File: config.mk
export PLATFORM = sky130hd
export DESIGN_NAME = dual_job_queue_with_cancel
export DESIGN_NICKNAME = d
export VERILOG_FILES = /design/src/rtl/djq_pkg.sv /design/src/rtl/djq_ram.sv /design/src/rtl/dual_job_queue_with_cancel.sv
export SDC_FILE = /design/constraint.sdc
export NUM_CORES = 2
export LEC_CHECK = 0
export BUFFER_PORTS_ARGS = -buffer_cell sky130_fd_sc_hd__buf_2
export CORE_ASPECT_RATIO = 0.6
export CORE_MARGIN = 4
export CORE_UTILIZATION = 58
export DETAILED_ROUTE_END_ITERATION = 6
export PLACE_DENSITY = 0.81
export SLEW_MARGIN = 30
export SYNTH_ARGS = -nofsm -noshare
export SYNTH_HDL_FRONTEND = slang
export SYNTH_SLANG_ARGS = --single-unit
export TNS_END_PERCENT = 5
File: constraint.sdc
create_clock -name aclk -period 7.3 [get_ports aclk]
set_input_delay 0.73 -clock aclk [delete_from_list [all_inputs] [get_ports aclk]]
set_output_delay 0.73 -clock aclk [all_outputs]
set_load 0.02 [all_outputs]
File: src/rtl/djq_pkg.sv
`timescale 1ns / 1ps
package djq_pkg;
    localparam int Depth = 16;
    localparam int AddrW = $clog2(Depth);
    localparam int CntW  = $clog2(Depth + 1);
    localparam int JobW  = 40;

    typedef struct packed {
        logic [7:0]  kind;
        logic [15:0] pages;
        logic [15:0] id;
    } job_t;

    typedef enum logic [3:0] {
        FN_PUSH_N = 4'd0, FN_PUSH_P = 4'd1, FN_POP_N = 4'd2, FN_POP_P = 4'd3,
        FN_CAN_N = 4'd4, FN_CAN_P = 4'd5, FN_SRCH_N = 4'd6, FN_SRCH_P = 4'd7,
        FN_EXISTS = 4'd8
    } func_t;

    localparam logic [1:0] ST_OK = 2'd0;
    localparam logic [1:0] ST_FULL = 2'd1;
    localparam logic [1:0] ST_EMPTY = 2'd2;
    localparam logic [1:0] ST_NOTFOUND = 2'd3;

    typedef enum logic [2:0] {
        S_IDLE, S_NSCAN, S_PSCAN, S_DONE
    } state_t;
endpackage

File: src/rtl/djq_ram.sv
`timescale 1ns / 1ps
module djq_ram #(
    parameter int Width = 8,
    parameter int Depth = 16
) (
    input  logic                     aclk,
    input  logic                     we,
    input  logic [$clog2(Depth)-1:0] waddr,
    input  logic [Width-1:0]         wdata,
    input  logic [$clog2(Depth)-1:0] raddr,
    output logic [Width-1:0]         rdata
);
    logic [Width-1:0] mem [Depth];
    always_ff @(posedge aclk) begin
        if (we) mem[waddr] <= wdata;
        rdata <= mem[raddr];
    end
endmodule

File: src/rtl/dual_job_queue_with_cancel.sv
`timescale 1ns / 1ps
// Two job queues (normal and priority), each held in a RAM with a registered read port.
// One item is in work at a time. A push goes from accept through S_DONE to the next accept.
// A priority pop reads only the head entry. A normal pop, a search or a cancel
// walks its queue one entry per cycle, because the RAM read port gives one entry per
// cycle, and a normal pop also shifts the rest down.
// Exists walks both queues. The result sits in an output register while the next item is
// taken. An item only finishes once that register is free, so a stalled m_tready holds
// the block after at most one more item.
module dual_job_queue_with_cancel (
    input  logic        aclk,
    input  logic        aresetn,
    input  logic        s_tvalid,
    output logic        s_tready,
    input  logic [47:0] s_tdata,  // func[3:0], job_id[19:4], page_count[35:20], job_kind[43:36]
    output logic        m_tvalid,
    input  logic        m_tready,
    output logic [55:0] m_tdata   // status[1:0], out_id[17:2], out_pages[33:18],
                                  // out_kind[41:34], normal_level[46:42], priority_level[51:47]
);
    localparam int AW = djq_pkg::AddrW;
    localparam int CW = djq_pkg::CntW;

    djq_pkg::state_t state_reg, state_next;
    logic [3:0]  func_reg;
    djq_pkg::job_t req_reg;
    logic [CW-1:0] ncnt_reg, pcnt_reg, ncnt_next, pcnt_next;
    logic [AW-1:0] phead_reg, ptail_reg, phead_next, ptail_next;
    logic [CW-1:0] idx_reg, idx_next;      // entries issued for read
    logic          rv_reg;                 // read data valid this cycle
    logic [CW-1:0] kept_reg, kept_next;    // write slot for compaction
    logic          hit_reg, hit_next;
    djq_pkg::job_t rep_reg, rep_next;
    logic [1:0]    st_reg, st_next;
    logic          out_v_reg;
    logic [55:0]   out_d_reg;

    logic          n_we, p_we;
    logic [AW-1:0] n_wa, p_wa, n_ra, p_ra;
    logic [39:0]   n_wd, p_wd, n_rd, p_rd;
    djq_pkg::job_t n_job, p_job;
    assign n_job = djq_pkg::job_t'(n_rd);
    assign p_job = djq_pkg::job_t'(p_rd);

    djq_ram #(.Width(djq_pkg::JobW), .Depth(djq_pkg::Depth)) u_nram (
        .aclk, .we(n_we), .waddr(n_wa), .wdata(n_wd), .raddr(n_ra), .rdata(n_rd));
    djq_ram #(.Width(djq_pkg::JobW), .Depth(djq_pkg::Depth)) u_pram (
        .aclk, .we(p_we), .waddr(p_wa), .wdata(p_wd), .raddr(p_ra), .rdata(p_rd));

    logic accept;
    assign s_tready = (state_reg == djq_pkg::S_IDLE);
    assign accept = s_tvalid && s_tready;
    assign m_tvalid = out_v_reg;
    assign m_tdata = out_d_reg;

    logic rd_n_last, rd_p_last;
    assign rd_n_last = rv_reg && (idx_reg == ncnt_reg);
    assign rd_p_last = rv_reg && (idx_reg == pcnt_reg);

    // next state
    always_comb begin
        state_next = state_reg;
        unique case (state_reg)
            djq_pkg::S_IDLE: if (accept) state_next = djq_pkg::S_DONE;
            djq_pkg::S_NSCAN: if (rd_n_last || (!rv_reg && ncnt_reg == '0)
                                  || (hit_next && func_reg != djq_pkg::FN_CAN_N
                                      && func_reg != djq_pkg::FN_POP_N))
                state_next = djq_pkg::S_DONE;
            djq_pkg::S_PSCAN: if (rd_p_last || (!rv_reg && pcnt_reg == '0)
                                  || (hit_next && func_reg != djq_pkg::FN_CAN_P))
                state_next = djq_pkg::S_DONE;
            djq_pkg::S_DONE: if (!out_v_reg || m_tready) state_next = djq_pkg::S_IDLE;
            default: state_next = djq_pkg::S_IDLE;
        endcase
        if (state_reg == djq_pkg::S_IDLE && accept) begin
            unique case (djq_pkg::func_t'(s_tdata[3:0]))
                djq_pkg::FN_POP_N, djq_pkg::FN_CAN_N, djq_pkg::FN_SRCH_N, djq_pkg::FN_EXISTS:
                    state_next = djq_pkg::S_NSCAN;
                djq_pkg::FN_POP_P, djq_pkg::FN_CAN_P, djq_pkg::FN_SRCH_P:
                    state_next = djq_pkg::S_PSCAN;
                default: state_next = djq_pkg::S_DONE;
            endcase
        end
        if (state_reg == djq_pkg::S_NSCAN && state_next == djq_pkg::S_DONE
            && func_reg == djq_pkg::FN_EXISTS && !hit_next)
            state_next = djq_pkg::S_PSCAN;
    end

    // datapath
    always_comb begin
        ncnt_next = ncnt_reg; pcnt_next = pcnt_reg;
        phead_next = phead_reg; ptail_next = ptail_reg;
        idx_next = idx_reg; kept_next = kept_reg; hit_next = hit_reg;
        rep_next = rep_reg; st_next = st_reg;
        n_we = 1'b0; p_we = 1'b0;
        n_wa = AW'(kept_reg); p_wa = AW'(kept_reg);
        n_wd = n_rd; p_wd = p_rd;
        n_ra = AW'(idx_reg); p_ra = phead_reg + AW'(idx_reg);
        unique case (state_reg)
            djq_pkg::S_IDLE: begin
                idx_next = '0; kept_next = '0; hit_next = 1'b0;
                rep_next = '0; st_next = djq_pkg::ST_OK;
                if (accept) begin
                    if (s_tdata[3:0] == djq_pkg::FN_PUSH_N) begin
                        if (ncnt_reg == CW'(djq_pkg::Depth)) st_next = djq_pkg::ST_FULL;
                        else begin
                            n_we = 1'b1; n_wa = AW'(ncnt_reg); n_wd = s_tdata[43:4];
                            ncnt_next = ncnt_reg + 1'b1;
                        end
                    end else if (s_tdata[3:0] == djq_pkg::FN_PUSH_P) begin
                        if (pcnt_reg == CW'(djq_pkg::Depth)) st_next = djq_pkg::ST_FULL;
                        else begin
                            p_we = 1'b1; p_wa = ptail_reg; p_wd = s_tdata[43:4];
                            ptail_next = ptail_reg + 1'b1;
                            pcnt_next = pcnt_reg + 1'b1;
                        end
                    end
                end
            end
            djq_pkg::S_NSCAN: begin
                if (idx_reg < ncnt_reg) idx_next = idx_reg + 1'b1;
                n_ra = AW'(idx_reg);
                if (rv_reg) begin
                    if (func_reg == djq_pkg::FN_POP_N) begin
                        // pop is a cancel of the first entry
                        if (!hit_reg) begin
                            hit_next = 1'b1; rep_next = n_job;
                        end else begin
                            n_we = 1'b1; kept_next = kept_reg + 1'b1;
                        end
                    end else if (!hit_reg && n_job.id == req_reg.id) begin
                        hit_next = 1'b1; rep_next = n_job;
                    end else if (func_reg == djq_pkg::FN_CAN_N) begin
                        n_we = hit_reg; kept_next = kept_reg + 1'b1;
                    end
                end
                if (state_next != djq_pkg::S_NSCAN) begin
                    if (func_reg == djq_pkg::FN_POP_N) begin
                        if (!hit_next) st_next = djq_pkg::ST_EMPTY;
                        else ncnt_next = ncnt_reg - 1'b1;
                    end else if (!hit_next) begin
                        if (func_reg != djq_pkg::FN_EXISTS) st_next = djq_pkg::ST_NOTFOUND;
                    end else if (func_reg == djq_pkg::FN_CAN_N) ncnt_next = ncnt_reg - 1'b1;
                    idx_next = '0; kept_next = '0;
                end
            end
            djq_pkg::S_PSCAN: begin
                if (idx_reg < pcnt_reg) idx_next = idx_reg + 1'b1;
                if (func_reg == djq_pkg::FN_POP_P) begin
                    if (pcnt_reg == '0) st_next = djq_pkg::ST_EMPTY;
                    else if (rv_reg) begin
                        rep_next = p_job; hit_next = 1'b1;
                        phead_next = phead_reg + 1'b1;
                        pcnt_next = pcnt_reg - 1'b1;
                    end
                end else if (rv_reg) begin
                    if (p_job.id == req_reg.id) begin
                        if (!hit_reg) begin
                            hit_next = 1'b1; rep_next = p_job;
                        end
                    end else if (func_reg == djq_pkg::FN_CAN_P) begin
                        // survivors repacked from the head slot, so writes trail reads
                        // by less than one turn of the ring
                        p_we = 1'b1; p_wa = phead_reg + AW'(kept_reg);
                        kept_next = kept_reg + 1'b1;
                    end
                end
                if (state_next != djq_pkg::S_PSCAN && func_reg != djq_pkg::FN_POP_P) begin
                    if (!hit_next) st_next = djq_pkg::ST_NOTFOUND;
                    else if (func_reg == djq_pkg::FN_CAN_P) begin
                        pcnt_next = kept_next;
                        ptail_next = phead_reg + AW'(kept_next);
                    end
                end
            end
            djq_pkg::S_DONE: ;
            default: ;
        endcase
    end

    // state, queue levels and output valid register
    always_ff @(posedge aclk) begin
        if (!aresetn) begin
            state_reg <= djq_pkg::S_IDLE;
            ncnt_reg <= '0; pcnt_reg <= '0; phead_reg <= '0; ptail_reg <= '0;
            out_v_reg <= 1'b0; rv_reg <= 1'b0;
        end else begin
            state_reg <= state_next;
            ncnt_reg <= ncnt_next; pcnt_reg <= pcnt_next;
            phead_reg <= phead_next; ptail_reg <= ptail_next;
            rv_reg <= (state_next == djq_pkg::S_NSCAN || state_next == djq_pkg::S_PSCAN)
                      && (state_next == state_reg) && (idx_reg != idx_next);
            if (state_reg == djq_pkg::S_DONE && (!out_v_reg || m_tready))
                out_v_reg <= 1'b1;
            else if (m_tready)
                out_v_reg <= 1'b0;
        end
    end

    always_ff @(posedge aclk) begin
        if (accept) begin
            func_reg <= s_tdata[3:0];
            req_reg <= djq_pkg::job_t'(s_tdata[43:4]);
        end
        idx_reg <= idx_next; kept_reg <= kept_next; hit_reg <= hit_next;
        rep_reg <= rep_next; st_reg <= st_next;
        if (state_reg == djq_pkg::S_DONE && (!out_v_reg || m_tready))
            out_d_reg <= {4'd0, pcnt_reg, ncnt_reg,
                          (st_reg == djq_pkg::ST_OK) ? rep_reg : djq_pkg::job_t'('0), st_reg};
    end

    a_out_hold: assert property (@(posedge aclk) disable iff (!aresetn)
        m_tvalid && !m_tready |=> m_tvalid && $stable(m_tdata))
        else $error("result changed while stalled");
    a_ncnt_range: assert property (@(posedge aclk) disable iff (!aresetn)
        ncnt_reg <= CW'(djq_pkg::Depth) && pcnt_reg <= CW'(djq_pkg::Depth))
        else $error("queue level out of range");
    a_busy: assert property (@(posedge aclk) disable iff (!aresetn)
        accept |=> !s_tready)
        else $error("item taken while busy");
endmodule

======== Yosys cells after proc, flatten, opt, wreduce, memory -nomap -nowiden ========
Memory sizes are Yosys's and may differ from the RTL's. A register that Yosys moved wholly into a read port is not among the register bits.
Index checks and enable logic that the tools add are counted.
word-level totals
  bits in registers ....................... 148
  RAM bits ................................ 1280
  input bits .............................. 52
  output and inout port bits .............. 58
  memories kept ........................... 2
cells by class
  add/sub/neg operators ................... 11
  order comparisons ....................... 2
  equal/unequal tests ..................... 60
  muxes and demuxes ....................... 135
  bitwise gates (word level) .............. 1
  reduce and logical (&&, ||, !) cells .... 45
memories
  name        words  width  read ports  clocked after Yosys merged registers in  write ports  line           source
  u_nram.mem  16     40     1           1                                        1            djq_ram.sv:13  logic [Width-1:0] mem [Depth];
  u_pram.mem  16     40     1           1                                        1            djq_ram.sv:13
operators by type and width
  operator                                                number
  two-way mux 40 bit                                      19
  two-way mux 5 bit                                       32
  case mux 40 bit (3 select lines)                        1
  two-way mux 4 bit                                       19
  two-way mux 1 bit                                       35
  == test 16 bit                                          2
  case mux 5 bit (3 select lines)                         2
  == test 4 x 3 -> 1 bit (second input constant)          6
  two-way mux 2 bit                                       11
  adder 5 x 1 -> 5 bit (second input constant)            4
  case mux 5 bit (2 select lines)                         2
  two-way mux 3 bit                                       6
  inequality test 3 bit (second input constant)           6
  logical AND 1 bit                                       17
  == test 4 x 2 -> 1 bit (second input constant)          4
  inequality test 2 bit (second input constant)           8
  case mux 4 bit (2 select lines)                         2
  adder 4 bit                                             3
  == test 3 x 2 -> 1 bit (second input constant)          4
  inequality test 3 x 1 -> 1 bit (second input constant)  4
  inequality test 4 x 2 -> 1 bit (second input constant)  3
  case mux 3 bit (4 select lines)                         1
  == test 5 bit                                           2
  == test 5 bit (second input constant)                   2
  other kinds (33)                                        59

======== Depth between registers and ports, before layout ========
  depth after elaboration ................. 23
  gate-level depth with buffers ........... 16
  depth with buffers taken out ............ 12

======== Cells and area by module ========
Synthesis repeated with hierarchy kept, for this count alone.
second synthesis, totals
  cells, all modules ...................... 2950
  area, all modules ....................... 59169.2 µm²
modules (own cells, without submodules)
  module                      instances  cells each  area an instance (µm²)  sequential area each (µm²)
  djq_ram                     2          1040        25131.6                 20019.2
  dual_job_queue_with_cancel  1          870         8906.0                  4154.0

======== Worst setup path after synthesis ========
OpenSTA, ideal clock, no wires.
  kind .................................... input -> register
  start ................................... input port s_tvalid
  end ..................................... memory u_pram.mem[6][0] (netlist name) (enable)
  arrival time ............................ 4.012 ns
  data required time ...................... 6.863 ns
  slack ................................... 2.851 ns
  stages on the path ...................... 9
  path buffers ............................ 1
  path through ............................ or4b_4 -> nor2_1 -> nand3_1 -> buf_2 -> nand2_1 -> o21ai_0 -> a221oi_1 -> nand2b_1 -> nor2_1
on the way
  cells in the longest elaborated chain, start to end .. 5
  elaborated cells on any way between the ends .. 7
ends and longest elaborated chain
  item                                     line                               source
  start: declaration                       dual_job_queue_with_cancel.sv:13   input logic s_tvalid,
  logical AND 1 bit (*)                    dual_job_queue_with_cancel.sv:52   assign accept = s_tvalid && s_tready;
  two-way mux 1 bit                        dual_job_queue_with_cancel.sv:103  if (accept) begin
  case mux 1 bit (2 select lines)          dual_job_queue_with_cancel.sv:99   unique case (state_reg)
  two-way mux 1 bit                        djq_ram.sv:15                      if (we) mem[waddr] <= wdata;
  two-way mux 1 bit (implied by the code)  djq_ram.sv:15
  end: declaration                         djq_ram.sv:13
Mark *: on every way between the ends. The rest lies on a longest branch, timed or not.

======== Worst setup path after layout ========
  start ................................... register func_reg[3]
  end ..................................... memory u_pram.mem[5][24] (netlist name) (enable)
on the way
  cells in the longest elaborated chain, start to end .. 8
  elaborated cells on any way between the ends .. 14
ends and longest elaborated chain
  item                                     line                               source
  start: declaration                       dual_job_queue_with_cancel.sv:25   logic [3:0] func_reg;
  start signal: assignment                 dual_job_queue_with_cancel.sv:202  func_reg <= s_tdata[3:0];
  == test 4 x 3 -> 1 bit                   dual_job_queue_with_cancel.sv:161  end else if (func_reg == djq_pkg::FN_CAN_P) begin
  two-way mux 1 bit                        dual_job_queue_with_cancel.sv:161
  two-way mux 1 bit                        dual_job_queue_with_cancel.sv:157  if (p_job.id == req_reg.id) begin
  two-way mux 1 bit                        dual_job_queue_with_cancel.sv:156  end else if (rv_reg) begin
  two-way mux 1 bit                        dual_job_queue_with_cancel.sv:149  if (func_reg == djq_pkg::FN_POP_P) begin
  case mux 1 bit (2 select lines)          dual_job_queue_with_cancel.sv:99
  two-way mux 1 bit                        djq_ram.sv:15
  two-way mux 1 bit (implied by the code)  djq_ram.sv:15
Several ways; a longest one is shown, not always the timed one.

==> metrics.txt <==
status=finished, final reports clean; total gr overflow=0; flops & latches, synth=1508; total CTS buffers=121; Final Critical Period=4.90 ns; Top FF cell, synth=edfxtp_1; Synth Cell Area=0.0593 mm2; drt pass-1 iters=6; post-synthesis sequential area ratio=74.5%; Max VDD drop=0.216 mV; Hold Buf Count CTS=0; CTS Sinks=1508; Crit path required time=7.69 ns; first-pass GRT wire length=215000 um; count of different cell masters after synthesis=80; Static Leak=21.3 nW; Pwr Density=258 mW/mm2; DR WL/cell=30.5 um; Hold Crit Depth=1; Post-synth EDFFs=1399; area leader, netlist=edfxtp_1; Yosys Warn Count=0; core area=0.101 mm2; WP data arrival=5.28 ns; Area Overhead vs Synth=12.2%; 1st-iter DRT viols=5218; HP Start=s_tdata[1]; layout cells sized above 1=22.6%; hold worst-path end=func_reg[1]$_DFFE_PP_; R2R Setup Slk=2.40 ns; WL final=148000 um; post-CTS sizing=0; Area contributors post-synth=edfxtp_1 (71%), mux4_2 (9.1%), dfxtp_1 (3.7%), mux2i_1 (2.2%), nand2_1 (1.8%); H-tree levels=3; Global Route Usage Sum=27.4%; largest net degree at the start of global routing=138; RR Startpoint=func_reg[3]$_DFFE_PP_; Via density=6.77; worst reg2reg endpoint=u_pram.mem[5][24]$_DFFE_PP_; Hold Path Class=primary input to register; CP max FO=23; Finished Cell Area=0.0666 mm2; die width=421 um; initial antenna violation count=3; Die Area=0.108 mm2; Clk Latency, worst-skew pair=0.74 ns; max-cap viol count=0; Initial Util=58.7%; WS Path Type=register to register; Die H=256 um; number of global-route vias before repair=32200; Post-CTS Setup Repair Bufs=0; via count=32800; Syn Area/Cell=18.1 um2; Post-Synthesis Cells=3273; Fill cells=6250; max-slew violations=0; Async SR Flop Fraction=0%; Tcrit/Tclk final=67.1%; Worst slew margin=30.9%; RSZ-0062 raised after global routing=false; CTS Buffer Depth=3; Final Setup Violations=0; nets@finish=3490; nature of the critical path startpoint=register; FP Rows=90; total negative slack=0 ns; area share of the largest cell type after synthesis=70.8%; CTS clk-pin slew, worst paths=0.07 ns; Ports=110; TritonCTS clock tree=built; Crit. End Element=register; Worst Skew=0.0227 ns; Final Hold Viols=0; worst r2r path cells=9; IO buf count=101; Post-DP HPWL=85800 um; Tightest Pin Transition=1.03 ns; total power draw=17.2 mW; fmax=204 MHz; Clock Root Buffer=clkbuf_16; instance area after placement=0.0621 mm2; RePlAce Congestion=0.918; Antenna Violating Nets Remaining=0; final core occ=65.9%; DRC viols=0
[cell usage after synthesis, types with 40 or more instances]
cell type and number:
a211oi_1 46, a21oi_1 66, a221oi_1 44, a22o_1 43
a22oi_1 40, a31oi_1 52, and2_1 85, clkbuf_1 113
dfxtp_1 109, edfxtp_1 1399, mux2_2 82, mux2i_1 128
mux4_2 240, nand2_1 289, nor2_1 72, o21ai_0 110
[critical path, stage by stage (launching register included)]
cell and delay [ns]:
edfxtp_1 0.49, nand2b_1 0.22, nor2_1 0.38, nand2_1 0.26, nor2_1 0.45, o21ai_0 0.20
a221oi_1 0.70, nand2b_1 0.45, nor2_4 0.89, buf_4 0.48
[logic make-up after synthesis]
group,Yosys count,synth area share [%]
flip-flops,1508,74.5
AND/OR/NAND/NOR,550,4.33
AO/OA/AOI/OAI,461,5.34
multiplexers,450,12.8
buffers and inverters,218,1.49
XOR/XNOR,52,0.768
adder cells (fa/ha/maj),33,0.747
other,1,0.00632
[metal layers]
layer,GRT usage [%],vias to the layer above,part of all wire (%)
met1,41.6,16800,39
li1,-,13400,-
met3,6.41,307,13
met2,39.7,2413,45
met5,0,-,0.0088
met4,9.14,2,3.4
[worst max path at each step]
stage,end,start,cells after the start,slack (ns)
floorplan,u_pram.mem[6][0]$_DFFE_PP_,s_tvalid,9,2.85
global placement,u_pram.mem[15][13]$_DFFE_PP_,s_tvalid,10,2.22
detailed placement,u_pram.mem[13][8]$_DFFE_PP_,s_tvalid,10,2.13
CTS,u_pram.mem[13][21]$_DFFE_PP_,state_reg[2]$_SDFF_PN0_,9,2.44
global route,u_pram.mem[10][9]$_DFFE_PP_,state_reg[2]$_SDFF_PN0_,9,2.22
finish,u_pram.mem[5][24]$_DFFE_PP_,func_reg[3]$_DFFE_PP_,9,2.40
[cell usage in the layout, fill, tap and decap left out, types with 6 or more instances in the layout]
master	netlist	routed
buf_2	29	101
clkinvlp_4	0	11
clkbuf_16	0	127
nand4_1	8	8
mux2_2	82	82
dfxtp_1	109	105
and3_1	8	6
clkinv_2	0	25
inv_1	33	32
clkinv_1	1	15
a21oi_1	66	66
buf_16	0	19
mux4_2	240	240
nand2b_1	11	11
nand3_1	13	12
buf_4	5	57
buf_12	0	6
xor2_1	38	37
bufinv_16	0	20
xnor2_1	14	12
o21ai_0	110	110
edfxtp_1	1399	1399
ha_1	29	28
a22o_1	43	43
and2_1	85	84
nor4_1	9	8
clkbuf_1	113	17
a22oi_1	40	40
nand2_1	289	288
nor2_4	0	34
a211oi_1	46	46
nor2_1	72	39
a31oi_1	52	50
clkbuf_8	0	9
mux2i_1	128	128
a221oi_1	44	44
a21o_1	8	8
nor3_1	20	20
[power by group]
part | internal [mW] | switching (mW)
Clock | 3.99 | 3.09
Sequential | 9.47 | 0.0595
Combinational | 0.203 | 0.370
[area by class of cell]
class / instances / area, um2 / area share (%)
clock inverters: 78 / 941 / 1.41
repair buffers: 187 / 1630 / 2.45
inverters: 36 / 135 / 0.203
multi-input cells: 1551 / 14600 / 22.0
clock buffers: 153 / 3370 / 5.05
flip-flops and latches: 1508 / 44200 / 66.4
diodes: 3 / 7.51 / 0.0113
well taps: 1334 / 1670 / 2.51
[per-stage QoR]
| stage | instances | hold slack (ns) | setup slack [ns] |
|---|---|---|---|
| 6_report | 4850 | 0.190 | 2.40 |
| 5_1_grt | 4847 | 0.170 | 2.22 |
| 4_1_cts | 4843 | 0.140 | 2.44 |
| 3_5_place_dp | 4612 | 0.504 | 2.13 |
| 3_3_place_gp | 4593 | 0.498 | 2.22 |
| 2_1_floorplan | 3277 | 0.451 | 2.85 |
Note: power is estimated with default switching activity, not from simulation.
